===== src/hdl/shared_dual_stack_core_macros.svh =====
// Assertion macros shared by the stack core files.
`ifndef SHARED_DUAL_STACK_CORE_MACROS_SVH
`define SHARED_DUAL_STACK_CORE_MACROS_SVH

// Same-cycle implication, checked on every clk edge outside reset.
`define SDS_ASSERT_NOW(lbl, ante, cons) \
  lbl: assert property (@(posedge clk) disable iff (rst) (ante) |-> (cons)) \
    else $error("stack core check failed");

// Next-cycle implication.
`define SDS_ASSERT_NEXT(lbl, ante, cons) \
  lbl: assert property (@(posedge clk) disable iff (rst) (ante) |=> (cons)) \
    else $error("stack core check failed");

`endif


===== src/hdl/sds_pkg.sv =====
// Types and constants for the shared dual stack core.
package sds_pkg;

  localparam int DEPTH   = 1024;
  localparam int ADDR_W  = $clog2(DEPTH);
  localparam int CNT_W   = $clog2(DEPTH + 1);
  localparam int DATA_W  = 32;

  localparam int QDEPTH  = 4;
  localparam int QPTR_W  = $clog2(QDEPTH);
  localparam int QCNT_W  = $clog2(QDEPTH + 1);

  typedef enum logic {
    OP_PUSH = 1'b0,
    OP_POP  = 1'b1
  } op_t;

  typedef enum logic {
    SIDE_LOW  = 1'b0,
    SIDE_HIGH = 1'b1
  } side_t;

  typedef enum logic [1:0] {
    ST_DONE      = 2'd0,
    ST_OVERFLOW  = 2'd1,
    ST_UNDERFLOW = 2'd2
  } status_t;

  // One classified request, handed from the front to the back.
  typedef struct packed {
    logic              wr_en;
    logic              rd_en;
    logic [ADDR_W-1:0] addr;
    logic [DATA_W-1:0] wdata;
    status_t           status;
    logic              low_empty;
    logic              high_empty;
    logic              full;
  } cmd_t;

endpackage


===== src/hdl/sds_front.sv =====
// Front end: takes requests, checks them against the counts, builds commands.
`include "shared_dual_stack_core_macros.svh"

module sds_front
  import sds_pkg::*;
(
  input  logic              clk,
  input  logic              rst,
  input  logic              s_tvalid,
  output logic              s_tready,
  input  logic [DATA_W-1:0] s_tdata,
  input  logic [1:0]        s_tuser,
  input  logic              q_ready,
  output logic              q_valid,
  output cmd_t              q_cmd
);

  logic [CNT_W-1:0] low_count, low_count_next;
  logic [CNT_W-1:0] high_count, high_count_next;
  logic [CNT_W:0]   sum_now, sum_next;
  logic             full_now;
  logic             accept;
  op_t              op;
  side_t            side;

  assign s_tready = q_ready;
  assign accept   = s_tvalid && s_tready;
  assign q_valid  = accept;
  assign op       = op_t'(s_tuser[0]);
  assign side     = side_t'(s_tuser[1]);

  assign sum_now  = {1'b0, low_count} + {1'b0, high_count};
  assign full_now = sum_now >= (CNT_W+1)'(DEPTH);

  always_comb begin
    low_count_next  = low_count;
    high_count_next = high_count;
    q_cmd           = '0;
    q_cmd.wdata     = s_tdata;
    q_cmd.status    = ST_DONE;
    unique case (op)
      OP_PUSH: begin
        if (full_now) begin
          q_cmd.status = ST_OVERFLOW;
        end else if (side == SIDE_LOW) begin
          q_cmd.wr_en    = 1'b1;
          q_cmd.addr     = low_count[ADDR_W-1:0];
          low_count_next = low_count + CNT_W'(1);
        end else begin
          q_cmd.wr_en     = 1'b1;
          q_cmd.addr      = ADDR_W'(CNT_W'(DEPTH - 1) - high_count);
          high_count_next = high_count + CNT_W'(1);
        end
      end
      OP_POP: begin
        if (side == SIDE_LOW) begin
          if (low_count == '0) begin
            q_cmd.status = ST_UNDERFLOW;
          end else begin
            q_cmd.rd_en    = 1'b1;
            low_count_next = low_count - CNT_W'(1);
            q_cmd.addr     = low_count_next[ADDR_W-1:0];
          end
        end else begin
          if (high_count == '0) begin
            q_cmd.status = ST_UNDERFLOW;
          end else begin
            q_cmd.rd_en     = 1'b1;
            high_count_next = high_count - CNT_W'(1);
            // DEPTH-1-(high_count-1)
            q_cmd.addr      = ADDR_W'(CNT_W'(DEPTH) - high_count);
          end
        end
      end
      default: ;
    endcase
    sum_next         = {1'b0, low_count_next} + {1'b0, high_count_next};
    q_cmd.low_empty  = (low_count_next == '0);
    q_cmd.high_empty = (high_count_next == '0);
    q_cmd.full       = sum_next >= (CNT_W+1)'(DEPTH);
  end

  always_ff @(posedge clk) begin
    if (rst) begin
      low_count  <= '0;
      high_count <= '0;
    end else if (accept) begin
      low_count  <= low_count_next;
      high_count <= high_count_next;
    end
  end

  `SDS_ASSERT_NOW(a_sum_bound, 1'b1, sum_now <= (CNT_W+1)'(DEPTH))
  `SDS_ASSERT_NEXT(a_low_push_inc, accept && op == OP_PUSH && side == SIDE_LOW && !full_now, low_count == $past(low_count) + CNT_W'(1))
  `SDS_ASSERT_NEXT(a_reject_holds, accept && q_cmd.status != ST_DONE, low_count == $past(low_count) && high_count == $past(high_count))

endmodule


===== config.mk =====
export PLATFORM = sky130hd
export DESIGN_NAME = sds_front
export DESIGN_NICKNAME = d
export VERILOG_FILES = /design/src/hdl/sds_pkg.sv /design/src/hdl/sds_front.sv
export VERILOG_INCLUDE_DIRS = /design/src /design/src/hdl
export SDC_FILE = /design/constraint.sdc
export NUM_CORES = 1
export LEC_CHECK = 0
export ABC_AREA = 1
export BUFFER_PORTS_ARGS = -buffer_cell sky130_fd_sc_hd__buf_2
export CAP_MARGIN = 20
export CORE_MARGIN = 10
export CORE_UTILIZATION = 50
export CTS_CLUSTER_SIZE = 24
export DETAILED_ROUTE_END_ITERATION = 8
export PLACE_DENSITY = 0.76
export SYNTH_ARGS = -nofsm -noshare
export SYNTH_HDL_FRONTEND = slang
export SYNTH_SLANG_ARGS = --single-unit
export TNS_END_PERCENT = 50

===== constraint.sdc =====
create_clock -name clk -period 7.3 [get_ports clk]
set_clock_uncertainty 0.05 [all_clocks]
set_input_delay 1.095 -clock clk [delete_from_list [all_inputs] [get_ports clk]]
set_output_delay 1.095 -clock clk [all_outputs]
set_load 0.02 [all_outputs]

==> results of run 1 <==
cells by family (layout without fill, tap and decap cells):
family          Yosys count  in the layout
compound gates          122            122
xor+xnor                 24             24
fa+ha+maj                30             30
buf+inv                 147            113
flops                    22             22
simple gates            308            308
layer usage:
| metal | vias up | global-route usage (%) |
|---|---|---|
| li1 | 2000 | - |
| met1 | 1904 | 26.72 |
| met5 | - | 0 |
| met3 | 27 | 4.640 |
| met2 | 205 | 32.28 |
| met4 | 0 | 6.497 |
placed cells by master (no fill, tap or decap), drive strengths merged:
cell,count
nand2,179
inv,80
o21ai,69
nor2,67
a21oi,41
nand3,32
ha,28
buf,26
xor2,22
dfxtp,22
nand4,20
nor3,6
clkbuf,4
clkinv,3
o21bai,2
o211ai,2
xnor2,2
nand3b,2
o22ai,2
fa,2
nor4,1
o41ai,1
o21a,1
a21o,1
o221ai,1
a22o,1
and3,1
a221o,1
synth_stat cells, drive strengths merged, types with 2 or more instances:
| cell | n | area share, % |
|---|---|---|
| nor3 | 6 | 0.77 |
| o22ai | 2 | 0.32 |
| xnor2 | 2 | 0.45 |
| o211ai | 2 | 0.38 |
| nand3 | 32 | 5.2 |
| a21oi | 41 | 5.2 |
| xor2 | 22 | 4.9 |
| clkinv | 3 | 0.35 |
| nand2 | 179 | 18 |
| o21ai | 69 | 9.3 |
| nor2 | 67 | 8.4 |
| inv | 80 | 7.7 |
| nand3b | 2 | 0.38 |
| ha | 28 | 9.0 |
| fa | 2 | 1.0 |
| nand4 | 20 | 3.6 |
| o21bai | 2 | 0.38 |
| buf | 51 | 10 |
| clkbuf | 13 | 1.2 |
| dfxtp | 22 | 11 |
worst paths after layout:
kind	start	end	slack, ns	depth (start not counted)
min reg2reg	high_count[10]	high_count[10]	0.58	2
max reg2reg	low_count[5]	high_count[10]	4.35	13
min	high_count[10]	high_count[10]	0.58	2
max	s_tuser[1]	q_cmd[0]	1.53	16
sequential cells by signal (all words and copies together), names as in the netlist:
name and flops:
high_count 11, low_count 11
power groups by stage:
stage	Sequential, mW	Clock, mW	Combinational, mW
2_1_floorplan	0.139	0	0.290
3_3_place_gp	0.160	0	0.318
3_5_place_dp	0.160	0	0.323
4_1_cts	0.157	0.0909	0.325
5_1_grt	0.160	0.0967	0.367
6_report	0.159	0.0890	0.330
stage by stage:
stage	worst slack, ns	util, %	instances
finish	1.528	49.41	721
global placement	1.732	48.69	717
CTS	1.620	49.41	721
floorplan	2.920	-	653
detailed placement	1.629	48.69	717
global route	1.239	49.41	721
worst min-delay path, stage by stage, from the launching register on:
cell,delay [ns]
dfxtp_1,0.36
o21ai_0,0.18
a21oi_1,0.05
cell type report:
cell class / count / area [sq um]
multi-input combinational: 484 / 2706
fill: 817 / 3869
tap: 102 / 127.6
inverter: 83 / 314.1
sequential: 22 / 440.4
clock buffer: 4 / 55.05
timing repair buffer: 26 / 135.1
==> impl_metrics.yaml, run 1 <==
sta:
  finalHoldViolCount: 0
  hold_ws_ns: 0.5790
  period_share_pct: 79.06
  rsz0062_at_grt: "no"
  tightest_slew_ns: 0.7856
  fmax_ghz: 0.1733
  finalSetupViolations: 0
  finalSetupTns_ns: 0
  maxSlewViolCount: 0
  fin_crit_ns: 5.772
  slew_headroom_pct: 47.63
power_and_ir_drop:
  power.total_mw: 0.5778
  p_per_area_mw_per_mm2: 152.9
  seqPwrFrac_pct: 27.5
  clkPwrFrac_pct: 15.4
  power_switching_share_pct: 50.74
  ir_drop_v: 0.0001110
  p_switching_mw: 0.2932
  power.internal_mw: 0.2846
  p_leak_nw: 1.971
  combPwrFrac_pct: 57.1
clock_tree:
  clockBufferDepth: 2
  cts_root_buf: "clkbuf_8"
  cts_resized: 0
  clk_latency_ns: 0.27
  clkSinkCount: 22
  ctsHtreeMaxLevel: 1
  clk_pin_slew_ns: 0.08
  cts_setup_buffers: 0
  cts_hold_buf: 0
  cts_buffers: 3
  cts_tree: "built"
placement:
  gp_congestion: 0.9559
  dp_hpwl_um: 9282
  placed_cell_area_sq_mm: 0.003724
  portBuffers: 24
floorplan:
  chipWidth_um: 108.4
  ios: 89
  die_area_sq_mm: 0.01176
  core_area_sq_mm: 0.007647
  initial_core_util_pct: 51.13
  std_cell_rows: 32
  die_y_um: 108.4
worst_setup_path:
  cp_slowest_cell: "clkinv_1"
  cpLargestDelayFamily: "buffers and inverters"
  crit_chain: "buf_2 > clkinv_1 > nand2_4 > nor2_1 > inv_1 > nand2_1 > nand2_1 > nand2_1 > nor2_1 > inv_1 > ha_1 > nand4_1 > a21oi_1 > nand3_1 > a221o_1 > buf_2"
  critPathMaxFanout: 45
  worst_path_largest_cell_delay_ns: 0.69
  path_class: "in -> out"
  crit_path_frequent_cell: "nand2_1"
  start_kind: "input port"
  endpoint_kind: "primary output"
  critPathRequiredTime_ns: 6.15
  arrival_ns: 4.63
  critPathBufInv: 5
route:
  drt_iter0_markers: 368
  routedWlPerCell_um: 17.04
  finalWirelength_um: 12290
  vias: 4136
  top_layer: "met4"
  wl_met3_um: 1248
  routedLengthMet1_um: 5188
  ant_nets: 0
  drc: 0
  vias_per_cell: 5.736
  routed-wl-met2_um: 5639
  firstDrtPassIters: 5
yosys:
  synthArstFlopShare_pct: 0
  ys_warn_count: 0
  ys_seq_area_share_pct: 11.26
  netlist_area_sq_mm: 0.003910
  synth_compound_area_share_pct: 16.96
  synthAdderAreaFrac_pct: 9.984
  synth-xor-area-share_pct: 5.376
  synthMuxAreaShare_pct: 0
  synth-simple-area-share_pct: 36.90
  synth_top_family_by_area: "simple AND/OR/NAND/NOR gates"
  netlist_instances: 653
  syn_nets: 721
  synth_edf_count: 0
  ys_seq_elements: 22
  synth_top_flop_cell: "dfxtp_1"
  avgSynthCellArea_sq_um: 5.988
  synth_cell_types: 43
global_route:
  gr-usage-all-layers_pct: 20.37
  grt_pass1_vias: 3751
  grt_pass1_wl_um: 19530
  grt_max_degree: 46
  grt-ovfl-total: 0
  antenna_found_initial: 0
run:
  maxCapViolations: 0
run_status:
  status: "complete, no violations"
finish:
  nets: 688
  drive_gt1_share_pct: 12.12
  area_growth_pct: -3.360
  final_area_sq_mm: 0.003779
  antennaDiodeCount: 0
min_path:
  min_path_type: "reg -> reg"
(Power assumes the default switching activity.)
==> run 2: changes to the inputs <==
- ABC_AREA: 1 -> 0
- PLACE_DENSITY: 0.76 -> 0.77
- clock period: 7.3 -> 5.8 ns (I/O delays scaled with it)
==> impl_metrics.yaml, run 2 <==
floorplan:
  die_y_um: 103.0
  initial_core_util_pct: 50.93
  ios: 89
  chipWidth_um: 103.0
  std_cell_rows: 30
  core_area_sq_mm: 0.006756
  die_area_sq_mm: 0.01060
placement:
  placed_cell_area_sq_mm: 0.003423
  dp_slack_ns: 0.5063
  gp_congestion: 1.020
  dp_hpwl_um: 9150
  portBuffers: 24
power_and_ir_drop:
  ir_drop_v: 0.0001214
  p_leak_nw: 1.541
  power_switching_share_pct: 43.06
  p_per_area_mw_per_mm2: 187.2
  clkPwrFrac_pct: 23.0
  power.internal_mw: 0.3759
  seqPwrFrac_pct: 25.4
  p_switching_mw: 0.2843
  combPwrFrac_pct: 51.6
yosys:
  synth_cell_types: 65
  synthArstFlopShare_pct: 0
  synth_edf_count: 0
  syn_nets: 555
  synth_top_flop_cell: "dfxtp_1"
  ys_seq_area_share_pct: 12.80
  yosys-top-cells-area: "dfxtp_1, ha_1, buf_4"
  yosys.area.top_type: "dfxtp_1"
  yosys.area.top_type_share_pct: 12.80
  yosysMostFrequentCell: "nand2_1"
  netlist_instances: 487
  synth_commonest_cells: "nand2_1, nor2_1, buf_4"
  netlist_area_sq_mm: 0.003441
  ys_seq_elements: 22
  avgSynthCellArea_sq_um: 7.065
  ys_warn_count: 0
clock_tree:
  cts_tree: "built"
  clockBufferDepth: 2
  cts_buffers: 3
  clkSinkCount: 22
  cts_root_buf: "clkbuf_8"
  clk_latency_ns: 0.28
  cts_hold_buf: 0
  clk_pin_slew_ns: 0.10
  ctsHtreeMaxLevel: 1
min_path:
  min_from: "high_count[5]"
  hold_depth: 2
  holdPathEnd: "high_count[5]"
  min_path_type: "reg -> reg"
route:
  vias_per_cell: 6.685
  finalWirelength_um: 11700
  drt_iter0_markers: 396
  firstDrtPassIters: 5
  vias: 3710
  drc: 0
  routedWlPerCell_um: 21.09
  ant_nets: 0
sta:
  tightest_slew_ns: 0.7990
  rsz0062_at_grt: "no"
  finalSetupTns_ns: 0
  finalHoldViolCount: 0
  fmax_ghz: 0.1808
  maxSlewViolCount: 0
  period_share_pct: 95.35
  hold_ws_ns: 0.4469
  finalSetupViolations: 0
  layout_setup_ws_ns: 0.2697
  fin_crit_ns: 5.530
  slew_headroom_pct: 46.06
worst_setup_path:
  r2r_start: "low_count[0]"
  critPathMaxFanout: 10
  start_kind: "register"
  rr_worst_depth: 11
  arrival_ns: 4.61
  critPathRequiredTime_ns: 4.88
  endpoint_kind: "primary output"
  rr_endpoint: "high_count[8]"
  ff2ff_setup_slack_ns: 2.50
  path_class: "reg -> out"
global_route:
  grt_pass1_wl_um: 18020
  grt_max_degree: 25
  grt-ovfl-total: 0
  grt_pass1_vias: 3300
  antenna_found_initial: 0
  gr-usage-all-layers_pct: 21.51
finish:
  final_common_cell: "nand2_1"
  nets: 544
  layout_common_cells: "nand2_1, nor2_1, a21oi_1"
  antennaDiodeCount: 0
  area_growth_pct: 2.509
  final_area_sq_mm: 0.003527
  drive_gt1_share_pct: 17.26
  final_util_pct: 52.20
  reg_top3: "high_count (11), low_count (11)"
run_status:
  status: "complete, no violations"
run:
  maxCapViolations: 0
## run 2: cell types whose count changed after synthesis, moves of 11 or more
cell / before / now
a21oi_1: 41 / 30
inv_1: 74 / 16
o21ai_1: 11 / 0
xor2_1: 22 / 11
nor2_2: 12 / 0
nand2_1: 171 / 54
o21ai_0: 53 / 15
## run 2: through the flow
step	total power, mW	cells
2_1_floorplan	0.4379	487
3_3_place_gp	0.4960	550
3_5_place_dp	0.4997	550
4_1_cts	0.6490	554
5_1_grt	0.6935	555
6_report	0.6602	555
## run 2: how the worst max path moves through the flow
stage                             start        to  depth (start not counted)
after floorplan            low_count[0]  q_cmd[0]                         21
after global placement     low_count[0]  q_cmd[0]                         19
after detailed placement   low_count[0]  q_cmd[0]                         21
after CTS                  low_count[0]  q_cmd[0]                         21
after global routing      high_count[0]  q_cmd[0]                         23
final                     high_count[5]  q_cmd[0]                         21
## run 2: timing repair
| action | 4_1_cts | 5_1_grt |
|---|---|---|
| buffers inserted | 0 | 1 |
| gates resized for setup | 0 | 5 |
| endpoints found under the setup margin | 0 | 1 |
## run 2: critical path, cell delays in order (launching register included)
cell and delay, ns:
dfxtp_1 0.35, buf_4 0.19, or4_1 0.68, or2_2 0.35, or3_1 0.33, ha_1 0.27
and3_1 0.15, a21oi_1 0.04, and3_2 0.18, inv_1 0.10, ha_1 0.19, inv_1 0.06
fa_1 0.36, nor2b_1 0.14, nor2b_1 0.15, o21a_1 0.11, o21a_1 0.11, o21ai_0 0.08
nand2b_1 0.08, a21oi_1 0.06, o211ai_1 0.15, buf_2 0.19
## run 2: final cells by class
| type | instances | area [sq um] |
|---|---|---|
| clock buffer | 3 | 41.29 |
| clock inverter | 1 | 30.03 |
| fill | 694 | 3229 |
| inverter | 17 | 63.81 |
| multi-input combinational | 381 | 2527 |
| sequential | 22 | 441.7 |
| tap | 80 | 100.1 |
| timing repair buffer | 51 | 322.8 |
## run 2: logic make-up after synthesis
group | share of synthesized area (%)
AO/OA/AOI/OAI | 24.11
XOR/XNOR | 5.600
adder cells (fa/ha/maj) | 11.35
buffers and inverters | 14.44
flip-flops | 12.80
multiplexers | 2.800
AND/OR/NAND/NOR | 28.91
## run 2: power by group through the flow
| stage | clock network, mW | registers, mW | logic [mW] |
|---|---|---|---|
| after global placement | 0 | 0.171 | 0.325 |
| after CTS | 0.151 | 0.167 | 0.331 |
| after detailed placement | 0 | 0.171 | 0.329 |
| final | 0.152 | 0.168 | 0.341 |
| after global routing | 0.157 | 0.168 | 0.368 |
| after floorplan | 0 | 0.166 | 0.272 |
## run 2: metal layers
layer  wire (um)  up-vias  global-route usage (%)
met5           0        -                       0
met4         427        0                   8.984
met3        1061       46                   3.351
met2        5596      231                   35.30
met1        4618     1725                   27.27
li1            -     1708                       -
