File: config.mk
export PLATFORM = sky130hd
export DESIGN_NAME = sds_queue
export DESIGN_NICKNAME = d
export VERILOG_FILES = /design/src/hdl/sds_pkg.sv /design/src/hdl/sds_queue.sv
export VERILOG_INCLUDE_DIRS = /design/src /design/src/hdl
export SDC_FILE = /design/constraint.sdc
export NUM_CORES = 1
export LEC_CHECK = 0
export BUFFER_PORTS_ARGS = -buffer_cell sky130_fd_sc_hd__buf_4
export CORE_AREA = 5 5 121 123
export CTS_BUF_LIST = sky130_fd_sc_hd__clkbuf_4
export CTS_CLUSTER_SIZE = 40
export DETAILED_ROUTE_END_ITERATION = 8
export DIE_AREA = 0 0 126 128
export PLACE_DENSITY = 0.79
export SYNTH_ARGS = -nofsm -noshare
export SYNTH_HDL_FRONTEND = slang
export SYNTH_SLANG_ARGS = --single-unit
File: constraint.sdc
create_clock -name clk -period 2.6 [get_ports clk]
set_clock_uncertainty 0.05 [all_clocks]
set_input_delay 0.78 -clock clk [delete_from_list [all_inputs] [get_ports clk]]
set_output_delay 0.78 -clock clk [all_outputs]
set_load 0.005 [all_outputs]
File: src/hdl/shared_dual_stack_core_macros.svh
// Assertion macros shared by the stack core files.
`ifndef SHARED_DUAL_STACK_CORE_MACROS_SVH
`define SHARED_DUAL_STACK_CORE_MACROS_SVH

// Same-cycle implication, checked on every clk edge outside reset.
`define SDS_ASSERT_NOW(lbl, ante, cons) \
  lbl: assert property (@(posedge clk) disable iff (rst) (ante) |-> (cons)) \
    else $error("stack core check failed");

// Next-cycle implication.
`define SDS_ASSERT_NEXT(lbl, ante, cons) \
  lbl: assert property (@(posedge clk) disable iff (rst) (ante) |=> (cons)) \
    else $error("stack core check failed");

`endif

File: src/hdl/sds_pkg.sv
// Types and constants for the shared dual stack core.
package sds_pkg;

  localparam int DEPTH   = 1024;
  localparam int ADDR_W  = $clog2(DEPTH);
  localparam int CNT_W   = $clog2(DEPTH + 1);
  localparam int DATA_W  = 32;

  localparam int QDEPTH  = 4;
  localparam int QPTR_W  = $clog2(QDEPTH);
  localparam int QCNT_W  = $clog2(QDEPTH + 1);

  typedef enum logic {
    OP_PUSH = 1'b0,
    OP_POP  = 1'b1
  } op_t;

  typedef enum logic {
    SIDE_LOW  = 1'b0,
    SIDE_HIGH = 1'b1
  } side_t;

  typedef enum logic [1:0] {
    ST_DONE      = 2'd0,
    ST_OVERFLOW  = 2'd1,
    ST_UNDERFLOW = 2'd2
  } status_t;

  // One classified request, handed from the front to the back.
  typedef struct packed {
    logic              wr_en;
    logic              rd_en;
    logic [ADDR_W-1:0] addr;
    logic [DATA_W-1:0] wdata;
    status_t           status;
    logic              low_empty;
    logic              high_empty;
    logic              full;
  } cmd_t;

endpackage

File: src/hdl/sds_queue.sv
// Short command FIFO between front and back.
`include "shared_dual_stack_core_macros.svh"

module sds_queue
  import sds_pkg::*;
(
  input  logic clk,
  input  logic rst,
  input  logic push,
  input  cmd_t push_cmd,
  output logic push_ready,
  input  logic pop,
  output logic pop_valid,
  output cmd_t pop_cmd
);

  cmd_t              entries [QDEPTH];
  logic [QPTR_W-1:0] wr_ptr;
  logic [QPTR_W-1:0] rd_ptr;
  logic [QCNT_W-1:0] fill;

  assign push_ready = fill != QCNT_W'(QDEPTH);
  assign pop_valid  = fill != '0;
  assign pop_cmd    = entries[rd_ptr];

  always_ff @(posedge clk) begin
    if (push) begin
      entries[wr_ptr] <= push_cmd;
    end
  end

  always_ff @(posedge clk) begin
    if (rst) begin
      wr_ptr <= '0;
      rd_ptr <= '0;
      fill   <= '0;
    end else begin
      if (push) begin
        wr_ptr <= (wr_ptr == QPTR_W'(QDEPTH - 1)) ? '0 : wr_ptr + QPTR_W'(1);
      end
      if (pop) begin
        rd_ptr <= (rd_ptr == QPTR_W'(QDEPTH - 1)) ? '0 : rd_ptr + QPTR_W'(1);
      end
      case ({push, pop})
        2'b10:   fill <= fill + QCNT_W'(1);
        2'b01:   fill <= fill - QCNT_W'(1);
        default: ;
      endcase
    end
  end

  `SDS_ASSERT_NOW(a_pop_nonempty, pop, fill != '0)
  `SDS_ASSERT_NOW(a_push_room, push, fill != QCNT_W'(QDEPTH))

endmodule

==> results.py, run 1 <==
metrics = {
    "logic_synthesis": {
        "synth_compound_area_frac": 0.00332,
        "synthAdderAreaFrac": 0.0126,
        "syn-num-nets": 364,
        "seq_area_frac_synth": 0.805,
        "ys_ff_latch": 205,
        "syn_area_mm2": 0.00754,
        "synth-xor-area-share": 0.00232,
        "synthArstFlopShare": 0,
        "ys_types": 21,
        "synth_mux_area_frac": 0.150,
        "yosysWarningCount": 0,
        "synth_simple_gate_area_share": 0.0111,
        "synth-edff-count": 196,
        "synth_top_family_by_area": "multiplexers",
        "synthCells": 304,
        "ys.flop_type": "edfxtp_1",
        "avgSynthCellArea_um2": 24.8,
    },
    "critical_path": {
        "rr_endpoint": "fill[2]$_SDFFE_PP0P_",
        "reg2reg_from": "fill[0]$_SDFFE_PP0P_",
        "reg2reg_depth": 5,
        "end_kind": "output pin",
        "worstPathArrival_ns": 1.93,
        "criticalPathCategory": "flop to output pin",
        "reg2reg_slack_ns": 0.98,
        "required_ns": 1.77,
        "start_kind": "flop",
        "worstPathMaxFanout": 15,
    },
    "layout": {
        "area_growth_syn_to_layout_pct": 26.5,
        "final_common_cell": "edfxtp_1",
        "layout_common_cells": "196 x edfxtp_1, 80 x clkbuf_4, 55 x buf_4, 49 x mux4_2, 49 x buf_6",
        "antennaDiodeCount": 0,
        "layout.nets": 517,
        "finish.utilization": 0.703,
        "drive_gt1_frac": 0.505,
    },
    "grt": {
        "grt_pass1_vias": 3980,
        "grt-ovfl-total": 0,
        "grt_pass1_wl_um": 20900,
        "grt.busiest_layer": "met2",
        "antenna_found_initial": 0,
        "grt_usage": 0.170,
        "met2_usage": 0.285,
        "grt_max_degree": 50,
        "met1_usage": 0.211,
        "met3_usage": 0.0592,
    },
    "floorplanning": {
        "start_util": 0.556,
        "fp.dieH_um": 128,
        "dieArea_mm2": 0.0161,
        "core_area_mm2": 0.0136,
        "io_pins": 104,
        "die_w_um": 126,
        "row_count": 43,
    },
    "place": {
        "dpl_worst_slack_ns": 0.266,
        "gp_congestion": 0.712,
        "port_buffers": 103,
        "dpl.hpwl_um": 7520,
    },
    "outcome": {
        "status": "complete, but fails checks",
        "violations": "setup timing",
    },
    "power": {
        "clkPwrFrac": 0.375,
        "p_leak_nw": 3.34,
        "power.switching_mw": 1.49,
        "combPwrFrac": 0.102,
        "sequentialPowerShare": 0.523,
        "powerDensity_mw_per_mm2": 762,
        "intPower_mw": 5.78,
        "max-vdd-ir-drop_uv": 435,
        "swShare": 0.205,
    },
    "routing": {
        "wl_um": 13200,
        "first_pass_iters": 4,
        "drt_iter0_markers": 204,
        "drc": 0,
        "ant_nets": 0,
        "viasPerCell": 5.25,
        "wl_per_cell_um": 19.4,
        "vias": 3552,
    },
    "timing": {
        "rsz0062_at_grt": "yes",
        "post-route-min-period_ns": 2.76,
        "hold_viol_final": 0,
        "finalSetupViolations": 49,
        "fmax_mhz": 362,
        "slew_headroom": 0.783,
        "worst_pin_slew_ns": 0.325,
        "finalWorstSetupSlack_ns": -0.162,
        "drv_slew": 0,
        "fin_crit_sh": 1.06,
    },
    "hold_path": {
        "hold_start": "push_cmd[10]",
        "hp-class": "input pin to flop",
        "whs_path_depth": 1,
        "hold_end": "entries[2][10]$_DFFE_PP_",
    },
    "run": {
        "maxCapViolations": 0,
    },
    "clocking": {
        "htreeDepth": 2,
        "clock_tree.buffer_depth": 3,
        "cts.sinks": 205,
        "clockRootBuffer": "clkbuf_4",
        "post_cts_buffers": 0,
        "cts_tree": "done",
        "cts-buffers-inserted": 49,
        "hold_buffers": 0,
        "clkTransAtPathRegs_ns": 0.07,
        "clock_latency_ns": 0.58,
    },
}
==> worst max path at each step <==
stage | endpoint | slack (ns) | cells after the start
CTS | pop_cmd[16] | -0.24 | 3
detailed placement | fill[2]$_SDFFE_PP0P_ | 0.27 | 8
floorplan | entries[0][0]$_DFFE_PP_ | 0.19 | 1
finish | pop_cmd[44] | -0.16 | 3
global route | pop_cmd[28] | -0.28 | 3
global placement | fill[2]$_SDFFE_PP0P_ | 0.33 | 8
==> stage by stage <==
stage | std cells | setup TNS [ns] | total power [mW] | cell area (um^2) | hold WS (ns)
2_1_floorplan | 304 | 0 | 4.18 | 7540 | 0.410
3_3_place_gp | 584 | 0 | 4.50 | 8590 | 0.430
3_5_place_dp | 584 | 0 | 4.52 | 8590 | 0.461
4_1_cts | 677 | -10.58 | 7.38 | 9520 | 0.286
5_1_grt | 677 | -12.13 | 7.62 | 9530 | 0.265
6_report | 677 | -6.71 | 7.27 | 9530 | 0.344
==> synthesized netlist by cell type, drive strengths merged (2+ instances only) <==
library cell	number	share of area
a21oi	4	0.0027
and2	4	0.0033
buf	11	0.013
dfxtp	9	0.024
edfxtp	196	0.78
ha	6	0.010
inv	7	0.0035
mux2i	2	0.0027
mux4	49	0.15
nor2	7	0.0035
nor3b	2	0.0020
or3	2	0.0017
xor2	2	0.0023
==> cell type report <==
class | instances | area (um^2)
Fill cell | 834 | 4020
Clock inverter | 11 | 93.8
Multi-Input combinational cell | 81 | 1350
Clock buffer | 80 | 601
Tap cell | 180 | 225
Timing Repair Buffer | 113 | 1170
Inverter | 7 | 26.3
Sequential cell | 205 | 6070
==> per-layer routing <==
| metal | vias to the layer above | share of wire |
|---|---|---|
| met2 | 111 | 0.52 |
| met5 | - | 0 |
| met1 | 1799 | 0.39 |
| li1 | 1622 | - |
| met3 | 20 | 0.076 |
| met4 | 0 | 0.016 |
==> cell families (layout without fill, tap and decap cells) <==
kind of cell,count (synthesis),after routing
flops,205,205
simple gates,16,16
xor+xnor,2,2
compound gates,5,5
buf+inv,18,211
fa+ha+maj,7,7
mux,51,51
==> critical path, cell delays in order, from the launching register on <==
cell	delay, ns
dfxtp_4	0.46
buf_12	0.21
mux4_2	0.55
buf_6	0.14
==> power by group through the flow <==
stage	combinational (mW)	clock (mW)	sequential, mW
floorplan	0.320	0	3.86
global placement	0.642	0	3.86
detailed placement	0.655	0	3.87
CTS	0.750	2.83	3.80
global route	0.796	3.01	3.81
finish	0.740	2.73	3.80
==> what timing repair did <==
item | in CTS | in global routing
setup endpoints to repair | 49 | 49
resized for setup | 54 | 3
gates cloned | 2 | 0
==> registers in the layout (all words and copies together), names as in the netlist, named ones only <==
| signal | count |
|---|---|
| entries | 196 |
| fill | 3 |
| rd_ptr | 2 |
| wr_ptr | 2 |
Note: power is estimated with default switching activity, not from simulation.
==> inputs of run 2 (changes only) <==
Settings changed: CTS_CLUSTER_DIAMETER set to 120, TNS_END_PERCENT set to 10.
Clock period 2.6 ns to 3.08 ns, I/O delays scaled along.
==> run 2 against run 1 <==
Net effect: critical endpoint is now pop_cmd[23]; power down 34%; highest routed layer unchanged; die area stayed put; setup slack better by 0.21 ns; core utilization is 3.5 points lower; critical path depth rose by 1; the run now ends clean; worst hold slack improved by 0.032 ns; largest cell class unchanged; cell count decreased by 9.5%; wire length up 1.4%; first-iteration DRC count increased by 18%; via count is 4.2% lower.
==> results.py, run 2 (synthesis results as in run 1) <==
metrics = {
    "layout": {
        "final_common_cell": "edfxtp_1",
        "reg.largest.list": "entries x196, fill x3",
        "finish.utilization": 0.668,
        "antennaDiodeCount": 0,
        "largest_reg_flops": 196,
        "drive_gt1_frac": 0.450,
        "fillers": 898,
        "area_growth_syn_to_layout_pct": 20.1,
        "layout.nets": 491,
        "layout_common_cells": "196 x edfxtp_1, 73 x buf_4, 49 x mux4_2, 42 x buf_6, 12 x clkbuf_4",
        "regMostFlops": "entries",
    },
    "critical_path": {
        "cp_cell_sequence": "buf_8 -> buf_6 -> mux4_2 -> buf_4",
        "critPathSlowestCell": "mux4_2",
        "end_kind": "output pin",
        "reg2reg_depth": 3,
        "reg2reg_from": "wr_ptr[0]$_SDFFE_PP0P_",
        "worstPathMaxFanout": 5,
        "rr_endpoint": "entries[3][31]$_DFFE_PP_",
        "cp-endpoint": "pop_cmd[23]",
        "start_kind": "flop",
        "worstPathArrival_ns": 2.06,
        "slowest_delay_ns": 0.51,
        "required_ns": 2.11,
        "reg2reg_slack_ns": 1.15,
        "criticalPathCategory": "flop to output pin",
    },
    "timing": {
        "worst_pin_slew_ns": 0.568,
        "post-route-min-period_ns": 3.04,
        "drv_slew": 0,
        "finalSetupViolations": 0,
        "hold_viol_final": 0,
        "fin_tns_setup_ns": 0,
        "slew_headroom": 0.621,
        "finalWorstSetupSlack_ns": 0.0442,
        "fmax_mhz": 329,
        "hold_ws_ns": 0.375,
        "fin_crit_sh": 0.986,
        "rsz0062_at_grt": "yes",
    },
    "place": {
        "port_buffers": 103,
        "dpl.hpwl_um": 8460,
        "dpl_worst_slack_ns": 0.537,
        "gp_congestion": 0.696,
    },
    "grt": {
        "grt_usage": 0.159,
        "antenna_found_initial": 0,
        "grt_max_degree": 42,
        "grt-ovfl-total": 0,
        "grt_pass1_wl_um": 20000,
        "grt_pass1_vias": 3659,
    },
    "clocking": {
        "clockRootBuffer": "clkbuf_4",
        "cts_tree": "done",
        "cts.sinks": 205,
        "clkTransAtPathRegs_ns": 0.36,
        "hold_buffers": 0,
        "cts-buffers-inserted": 9,
        "htreeDepth": 1,
        "clock_latency_ns": 0.65,
        "clock_tree.buffer_depth": 3,
    },
    "floorplanning": {
        "io_pins": 104,
        "start_util": 0.556,
        "core_area_mm2": 0.0136,
        "row_count": 43,
        "dieArea_mm2": 0.0161,
        "fp.dieH_um": 128,
        "die_w_um": 126,
    },
    "power": {
        "max-vdd-ir-drop_uv": 422,
        "swShare": 0.216,
        "p_leak_nw": 3.06,
        "power.switching_mw": 1.03,
        "p_total_mw": 4.78,
        "combPwrFrac": 0.135,
        "clkPwrFrac": 0.195,
        "sequentialPowerShare": 0.671,
        "powerDensity_mw_per_mm2": 528,
        "intPower_mw": 3.75,
    },
    "routing": {
        "viasPerCell": 5.55,
        "drc": 0,
        "wl_per_cell_um": 21.8,
        "wl_um": 13300,
        "first_pass_iters": 4,
        "ant_nets": 0,
        "drt_iter0_markers": 241,
        "vias": 3404,
    },
    "hold_path": {
        "hp-class": "input pin to flop",
    },
    "run": {
        "maxCapViolations": 0,
    },
    "outcome": {
        "status": "completed",
    },
}
-- run 2: cell types whose count changed in the layout (fill, tap and decap cells not counted), sizes merged --
cell    before  now
clkbuf      80   15
buf        113  124
clkinv       8    1
bufinv       2    0
inv          8    7
-- run 2: timing repair --
item                                    in CTS  in global routing
endpoints found under the setup margin      38                 45
buffers inserted                             3                  4
cloned                                       0                  4
gates resized for setup                     10                 44
-- run 2: area by class of cell --
class / count / area, um^2 / area share
Multi-Input combinational cell: 81 / 1350 / 0.149
Clock buffer: 12 / 90.1 / 0.00994
Clock inverter: 1 / 30.0 / 0.00331
Timing Repair Buffer: 127 / 1270 / 0.140
Tap cell: 180 / 225 / 0.0249
Inverter: 7 / 26.3 / 0.00290
Sequential cell: 205 / 6070 / 0.670
-- run 2: power groups by stage --
stage,logic (mW),clock network [mW],registers (mW)
floorplan,0.270,0,3.26
global placement,0.537,0,3.26
detailed placement,0.553,0,3.27
CTS,0.577,0.961,3.21
global route,0.691,1.07,3.22
finish,0.643,0.931,3.21
-- run 2: worst min-delay path by stage --
stage / from / end / slack, ns / cells past startpoint
6_report: rst / fill[2]$_SDFFE_PP0P_ / 0.38 / 2
5_1_grt: push_cmd[37] / entries[0][37]$_DFFE_PP_ / 0.31 / 1
4_1_cts: rst / fill[2]$_SDFFE_PP0P_ / 0.35 / 2
3_5_place_dp: fill[2]$_SDFFE_PP0P_ / fill[2]$_SDFFE_PP0P_ / 0.46 / 2
3_3_place_gp: fill[2]$_SDFFE_PP0P_ / fill[2]$_SDFFE_PP0P_ / 0.43 / 2
2_1_floorplan: fill[2]$_SDFFE_PP0P_ / fill[2]$_SDFFE_PP0P_ / 0.41 / 2
-- run 2: worst max-delay path, delay by kind of cell, from the launching register on --
family	cells	cell delay, ns
flops	1	0.47
buf+inv	3	0.43
mux	1	0.51
-- run 2: routing by layer --
metal	global-route usage	up-vias	part of all wire
met1	0.219	1763	0.40
met5	0	-	0
met4	0.0246	0	0.0067
met2	0.275	115	0.52
met3	0.0325	8	0.077
li1	-	1518	-
-- run 2: stage by stage --
step           instances  instance area, um^2
2_1_floorplan        304                 7540
3_3_place_gp         589                 8610
3_5_place_dp         589                 8610
4_1_cts              605                 8790
5_1_grt              613                 9060
6_report             613                 9060
==> inputs of run 3 (changes only) <==
Settings changed: CELL_PAD_IN_SITES_DETAIL_PLACEMENT set to 2, CELL_PAD_IN_SITES_GLOBAL_PLACEMENT set to 2, CORE_AREA 5 5 121 123 to 5 5 135 137, DIE_AREA 0 0 126 128 to 0 0 140 142, PLACE_DENSITY 0.79 to unset, PLACE_DENSITY_LB_ADDON set to 0.1.
==> run 3 against run 2 <==
Net effect: sequential power hardly changed; clock power increased by 3.9%; largest cell class unchanged; core utilization down 13 points; critical path depth did not move; register-to-register slack better by 0.24 ns; global-route usage is 0.064 points lower; the flow now finishes with violations (setup timing); power is 1.3% higher.
==> results.py, run 3 (synthesis results as in run 1) <==
metrics = {
    "outcome": {
        "status": "complete, but fails checks",
        "violations": "setup timing",
    },
    "clocking": {
        "clock_tree.buffer_depth": 3,
        "cts-buffers-inserted": 9,
        "hold_buffers": 0,
        "clockRootBuffer": "clkbuf_4",
        "clock_latency_ns": 0.67,
        "cts.sinks": 205,
        "clkTransAtPathRegs_ns": 0.38,
        "cts_tree": "done",
        "htreeDepth": 1,
    },
    "grt": {
        "grt_pass1_wl_um": 24100,
        "antenna_found_initial": 1,
        "grt-ovfl-total": 0,
        "grt_usage": 0.159,
        "grt_max_degree": 50,
        "grt_pass1_vias": 4060,
    },
    "floorplanning": {
        "io_pins": 104,
        "fp.dieH_um": 142,
        "die_w_um": 140,
        "dieArea_mm2": 0.0199,
        "row_count": 48,
        "start_util": 0.445,
        "core_area_mm2": 0.0169,
    },
    "routing": {
        "viasPerCell": 5.29,
        "wl_um": 16300,
        "drt_iter0_markers": 204,
        "drc": 0,
        "first_pass_iters": 4,
        "wl_per_cell_um": 24.9,
        "ant_nets": 0,
        "vias": 3462,
    },
    "critical_path": {
        "criticalPathCategory": "flop to output pin",
        "end_kind": "output pin",
        "crit_family": "multiplexers",
        "cp_num_cells": 4,
        "required_ns": 2.11,
        "slowest_delay_ns": 0.52,
        "worstPathArrival_ns": 2.12,
        "reg2reg_depth": 5,
        "start_kind": "flop",
        "cp_cell_sequence": "buf_12 -> clkbuf_16 -> mux4_2 -> buf_6",
        "critPathSlowestCell": "mux4_2",
        "cp_num_buf_inv": 3,
        "worstPathMaxFanout": 5,
    },
    "hold_path": {
        "hp-class": "input pin to flop",
        "whs_path_depth": 1,
    },
    "timing": {
        "drv_slew": 0,
        "rsz0062_at_grt": "yes",
        "post-route-min-period_ns": 3.09,
        "fin_crit_sh": 1.00,
        "fmax_mhz": 324,
        "worst_pin_slew_ns": 0.379,
        "slew_headroom": 0.747,
        "finalSetupViolations": 4,
        "finalWorstSetupSlack_ns": -0.00977,
        "hold_viol_final": 0,
    },
    "power": {
        "clkPwrFrac": 0.200,
        "p_total_mw": 4.84,
        "powerDensity_mw_per_mm2": 531,
        "swShare": 0.225,
        "p_leak_nw": 3.05,
        "combPwrFrac": 0.137,
        "power.switching_mw": 1.09,
        "intPower_mw": 3.75,
        "max-vdd-ir-drop_uv": 403,
        "sequentialPowerShare": 0.663,
    },
    "layout": {
        "reg.largest.list": "entries x196, fill x3",
        "final_common_cell": "edfxtp_1",
        "layout_common_cells": "196 x edfxtp_1, 65 x buf_4, 49 x mux4_2, 43 x buf_6, 12 x clkbuf_4",
        "largest_reg_flops": 196,
        "layout.nets": 486,
        "area_growth_syn_to_layout_pct": 21.0,
        "regMostFlops": "entries",
        "drive_gt1_frac": 0.444,
        "fin_cells": 654,
    },
    "place": {
        "gp_congestion": 0.659,
        "dpl.hpwl_um": 9540,
        "dp.cells": 629,
        "port_buffers": 103,
    },
    "run": {
        "maxCapViolations": 0,
    },
}
run 3: cell count changes in the layout (fill, tap and decap cells not counted):
cell,previous run,this run
clkbuf_16,3,5
diode_2,0,1
buf_6,42,43
buf_12,7,8
buf_4,73,65
buf_8,2,1
run 3: path summary, 6_finish.rpt:
check / startpoint / slack, ns / endpoint
setup / recovery: flop / -0.01 / pop_cmd[44]
hold / removal: push_cmd[29] / 0.34 / entries[1][29]$_DFFE_PP_
setup reg to reg: fill[0]$_SDFFE_PP0P_ / 1.39 / fill[2]$_SDFFE_PP0P_
hold reg to reg: fill[2]$_SDFFE_PP0P_ / 0.50 / fill[2]$_SDFFE_PP0P_
run 3: per-layer routing:
metal / track usage / up-vias / part of all wire / routed length (um)
li1: - / 1508 / - / -
met1: 0.206 / 1858 / 0.41 / 6620
met2: 0.286 / 89 / 0.54 / 8780
met3: 0.0296 / 7 / 0.043 / 703
met4: 0.0275 / 0 / 0.012 / 202
met5: 0 / - / 0 / 0
run 3: power groups by stage:
stage	Sequential, mW	Clock (mW)	Combinational, mW
floorplan	3.26	0	0.270
CTS	3.21	1.02	0.618
global placement	3.27	0	0.550
detailed placement	3.28	0	0.567
finish	3.21	0.967	0.664
global route	3.22	1.13	0.719
run 3: worst register-to-register path: stages, from the launching register on:
cell and delay [ns]:
dfxtp_1 0.46, inv_1 0.09, fa_1 0.44, xor2_1 0.17, or3_1 0.32, a21oi_1 0.15
run 3: area by class of cell:
type / count / area (um^2)
clock inverter: 1 / 30.0
clock buffer: 12 / 90.1
fill: 1444 / 7810
sequential: 205 / 6070
antenna: 1 / 2.50
timing repair buffer: 122 / 1270
tap: 225 / 282
multi-input combinational: 81 / 1350
inverter: 7 / 26.3
run 3: timing repair:
action | CTS | global route
buffers inserted | 2 | 3
cloned | 0 | 6
endpoints found under the setup margin | 48 | 48
resized for setup | 29 | 17
run 3: stage by stage:
stage / hold WS, ns / cell area, um^2 / setup TNS (ns) / utilization / setup slack, ns
5_1_grt: 0.265 / 9120 / -5.18 / 0.539 / -0.136
2_1_floorplan: 0.410 / 7540 / 0 / - / 0.522
6_report: 0.344 / 9120 / -0.0194 / 0.539 / -0.00977
3_5_place_dp: 0.460 / 8640 / 0 / 0.510 / 0.545
3_3_place_gp: 0.430 / 8640 / 0 / 0.510 / 0.567
4_1_cts: 0.290 / 8890 / -0.690 / 0.525 / -0.0618
